### src/rtl/fgn_mul.sv
// ----------------------------------------------------------------------------
// fgn_mul
// Shared signed 33x33 multiplier with a registered product.
// ----------------------------------------------------------------------------
module fgn_mul (
  input  logic               clk,
  input  logic signed [32:0] a,
  input  logic signed [32:0] b,
  output logic signed [65:0] p
);
  always_ff @(posedge clk) begin
    p <= a * b;
  end
endmodule

### config.mk
export PLATFORM = sky130hd
export DESIGN_NAME = fgn_mul
export DESIGN_NICKNAME = d
export VERILOG_FILES = /design/src/rtl/fgn_mul.sv
export SDC_FILE = /design/constraint.sdc
export NUM_CORES = 2
export LEC_CHECK = 0
export BUFFER_PORTS_ARGS = -buffer_cell sky130_fd_sc_hd__buf_2
export CAP_MARGIN = 10
export CELL_PAD_IN_SITES_DETAIL_PLACEMENT = 0
export CELL_PAD_IN_SITES_GLOBAL_PLACEMENT = 1
export CORE_MARGIN = 2
export CORE_UTILIZATION = 52
export CTS_CLUSTER_SIZE = 25
export DETAILED_ROUTE_END_ITERATION = 6
export PLACE_DENSITY_LB_ADDON = 0.3
export SYNTH_ARGS = -nofsm -noshare
export SYNTH_HDL_FRONTEND = slang
export SYNTH_SLANG_ARGS = --single-unit
### constraint.sdc
create_clock -name clk -period 11.25 [get_ports clk]
set_input_delay 1.125 -clock clk [delete_from_list [all_inputs] [get_ports clk]]
set_output_delay 1.125 -clock clk [all_outputs]
set_load 0.05 [all_outputs]
==> summary.txt <==
Worst setup path
  – WP data arrival: about 9.7 ns
  – Critical Path Fanout Max: 33
  – Slowest cell on the critical path: fa_1
  – Cell family with most CP delay: adder cells
  – Crit path top cell by count: fa_1
  – Worst Setup Path Type: input pin to register
  – CP cell instances: buf_2 > nand2_1 > inv_1 > fa_1 > fa_1 > fa_1 > fa_1 > fa_1 > fa_1 > fa_1 > inv_1 > fa_1 > inv_1 > ha_1 > nand4_1 > nor3_1 > o311ai_4 > nand3_2 > a211oi_1 > a311oi_1
  – CP peak stage delay: around 1.3 ns
  – Crit path buf inv count: 4
  – Critical Path End Type: register
  – Crit start category: input pin
  – Worst path required time: 11.55 ns

Floorplanning
  – Standard-cell row count: 102
  – CORE AREA: 77500 sq um
  – I/O pins: ~130
  – Starting density of the core: 52.6%
  – Die W: 284 um
  – Die Area: 80600 sq um
  – Die Y-Extent: roughly 280 um

Global routing
  – Grt met2 use: 49.5%
  – GR Util met3: 3.46%
  – Global-route wire length before repair: approximately 180000 um
  – Tot GR Track Use: slightly below 30%
  – Busiest grt layer: met2
  – Antenna violations before repair: 5
  – Gr ovfl total: 0
  – Met1 GRT Util: 38.1%
  – Largest net degree at the start of global routing: 34
  – Number of global-route vias before repair: about 31000

STA
  – Final hold vios: 0
  – Tightest Pin Transition: 1.09 ns
  – Slew Viols, Final: 0
  – Final setup viols: 0
  – Setup TNS: 0 ns
  – Relative slew slack: between 20% and 30%
  – Fmax: between 100 and 150 MHz
  – RSZ-0062 raised after global routing: no
  – Period utilization: a little over four fifths
  – Final Critical Period: 9.36 ns

Placement
  – Port Buf Inserts: 132
  – Gpl congestion: around 0.96
  – Post-DP HPWL: 91200 um

Synthesis
  – Largest family of logic cells by synthesized area: adder cells
  – Adder-Cell Fraction of Synth Area: 62.9%
  – Syn Inst Count: 4338
  – Synth Area in Simple Gates: 15.8%
  – Sequential element share of the synthesized area: 3.24%
  – Syn avg cell area: 9.39 sq um
  – Post-synth ARST share: 0%
  – Synth Flop Type: dfxtp_1
  – Seq cells post-synth: 66
  – Post-Synthesis Cell Area: 40700 sq um
  – Fraction of synthesized area in multiplexers: 0%
  – Syn nets: roughly 5800
  – Unique masters post-synth: 80
  – Synth Area in XOR/XNOR: 1.46%
  – Total of warnings raised by yosys: 0
  – EDFF count, synth: 0
  – Compound-Gate Fraction of Synth Area: 4.07%

Route
  – Via Count: 28200
  – Drt wl/cell: 20.8 um
  – TritonRoute pass-1 iters: 5
  – Post-DR vias/cell: 5.30
  – Residual DRC count: 0
  – Wirelength, routed: approximately 110000 um
  – Antenna Violating Nets Remaining: 0
  – Initial drt markers: 1594

Layout
  – Register with the most flip-flops: p
  – Share of layout cells above drive strength 1: between 4 and 5%
  – Largest registers: p: 66 flops
  – Number of flip-flops in the largest register: 66
  – Multi-input gate area: ~34000 sq um
  – Fillcell total: 7185
  – Final net count: between 5000 and 6000
  – Synth-to-Final Area Change: 3.73%
  – Register area: 1320 sq um

Clock tree
  – Post-CTS setup buffers: 0
  – CTS tree: done
  – # resized after CTS: 0
  – Reg clk slew, reported paths: 0.07 ns
  – TritonCTS buffer count: 9
  – H-tree levels: 3
  – CTS hold repair buffers: 0
  – Clock Path Buffers: 2
  – Clock root buffer: clkbuf_16
  – CTS Sinks: 66

Min path
  – HP Class: input pin to register

Job
  – Maxcap violations: 0

Outcome
  – Outcome: complete, no violations
area by class of cell:
cell class | instances | area share (%)
Antenna cell | 3 | 0.0178
Clock buffer | 11 | 0.574
Clock inverter | 5 | 0.0711
Inverter | 1131 | 10.0
Multi-Input combinational cell | 2920 | 81.2
Sequential cell | 66 | 3.13
Tap cell | 1040 | 3.08
Timing Repair Buffer | 149 | 1.87
cells in the mapped netlist (all sizes together) (3+ instances only):
| library cell | instances | area, sq um |
|---|---|---|
| fa | 1145 | 22900 |
| inv | 1131 | 4250 |
| and2 | 563 | 3520 |
| nand2 | 551 | 2070 |
| ha | 217 | 2720 |
| clkbuf | 208 | 781 |
| nor2 | 68 | 255 |
| dfxtp | 66 | 1320 |
| a21oi | 61 | 328 |
| xnor2 | 43 | 377 |
| a21o | 38 | 288 |
| o21ai | 33 | 173 |
| nand3 | 26 | 135 |
| xor2 | 25 | 219 |
| buf | 13 | 70.1 |
| nand2b | 12 | 75.1 |
| nand4 | 12 | 81.3 |
| a211oi | 11 | 110 |
| o21bai | 11 | 82.6 |
| a31oi | 9 | 62.6 |
| nor3 | 7 | 35.0 |
| o31ai | 7 | 104 |
| a211o | 6 | 52.6 |
| and3 | 6 | 42.5 |
| o21a | 6 | 45.0 |
| and4 | 5 | 43.8 |
| nor2b | 5 | 31.3 |
| o211ai | 5 | 51.3 |
| a21boi | 3 | 33.8 |
| a221oi | 3 | 43.8 |
| nor4 | 3 | 33.8 |
| or2 | 3 | 18.8 |
| or3 | 3 | 18.8 |
cells in the final DEF (no fill, tap or decap), drive strengths merged, types with 5 or more instances in the layout:
cell,synthesis,routed
and2,563,563
a21oi,61,61
nand3,26,26
o21a,6,6
nor2b,5,5
and3,6,6
nand2,551,551
nor3,7,7
and4,5,5
nand4,12,12
o211ai,5,5
a211oi,11,11
inv,1131,1131
o21bai,11,11
dfxtp,66,66
xnor2,43,43
buf,13,149
fa,1145,1145
xor2,25,25
a21o,38,38
ha,217,217
o21ai,33,33
nor2,68,68
nand2b,12,12
clkbuf,208,11
a31oi,9,9
a211o,6,6
o31ai,7,7
layer usage:
| layer | up-vias | routed length, um |
|---|---|---|
| li1 | 12200 | - |
| met1 | 15000 | 44100 |
| met2 | 826 | 55800 |
| met3 | 235 | 5360 |
| met4 | 2 | 5290 |
| met5 | - | 11 |
cells by family (layout without fill, tap and decap cells):
family / after synthesis / after routing
other: 0 / 3
DFF: 66 / 66
adders and majority gates: 1362 / 1362
xor gates and xnor gates: 68 / 68
and+or+nand+nor: 1271 / 1271
buffers and inverters: 1352 / 1296
AOI/OAI and AO/OA: 219 / 219
stage by stage:
stage / util [%] / setup slack, ns / cells / instance area, sq um / hold WS, ns
finish: 54.5 / 1.89 / 5325 / 42300 / 1.34
floorplan: - / 2.89 / 4338 / 40700 / 1.25
detailed placement: 54.2 / 1.58 / 5306 / 42000 / 1.59
CTS: 54.5 / 1.94 / 5322 / 42200 / 1.30
global placement: 54.2 / 1.58 / 5306 / 42000 / 1.59
global route: 54.5 / 1.49 / 5324 / 42300 / 1.36
final timing paths:
check                 slack [ns]            end   from  depth (start not counted)
worst max-delay path        1.89  p[64]$_DFF_P_  a[32]                         20
worst min-delay path        1.34   p[0]$_DFF_P_   b[0]                          2
Power is not shown: default switching activity piles up to over one toggle a cycle in this logic, so the estimate is an artifact.
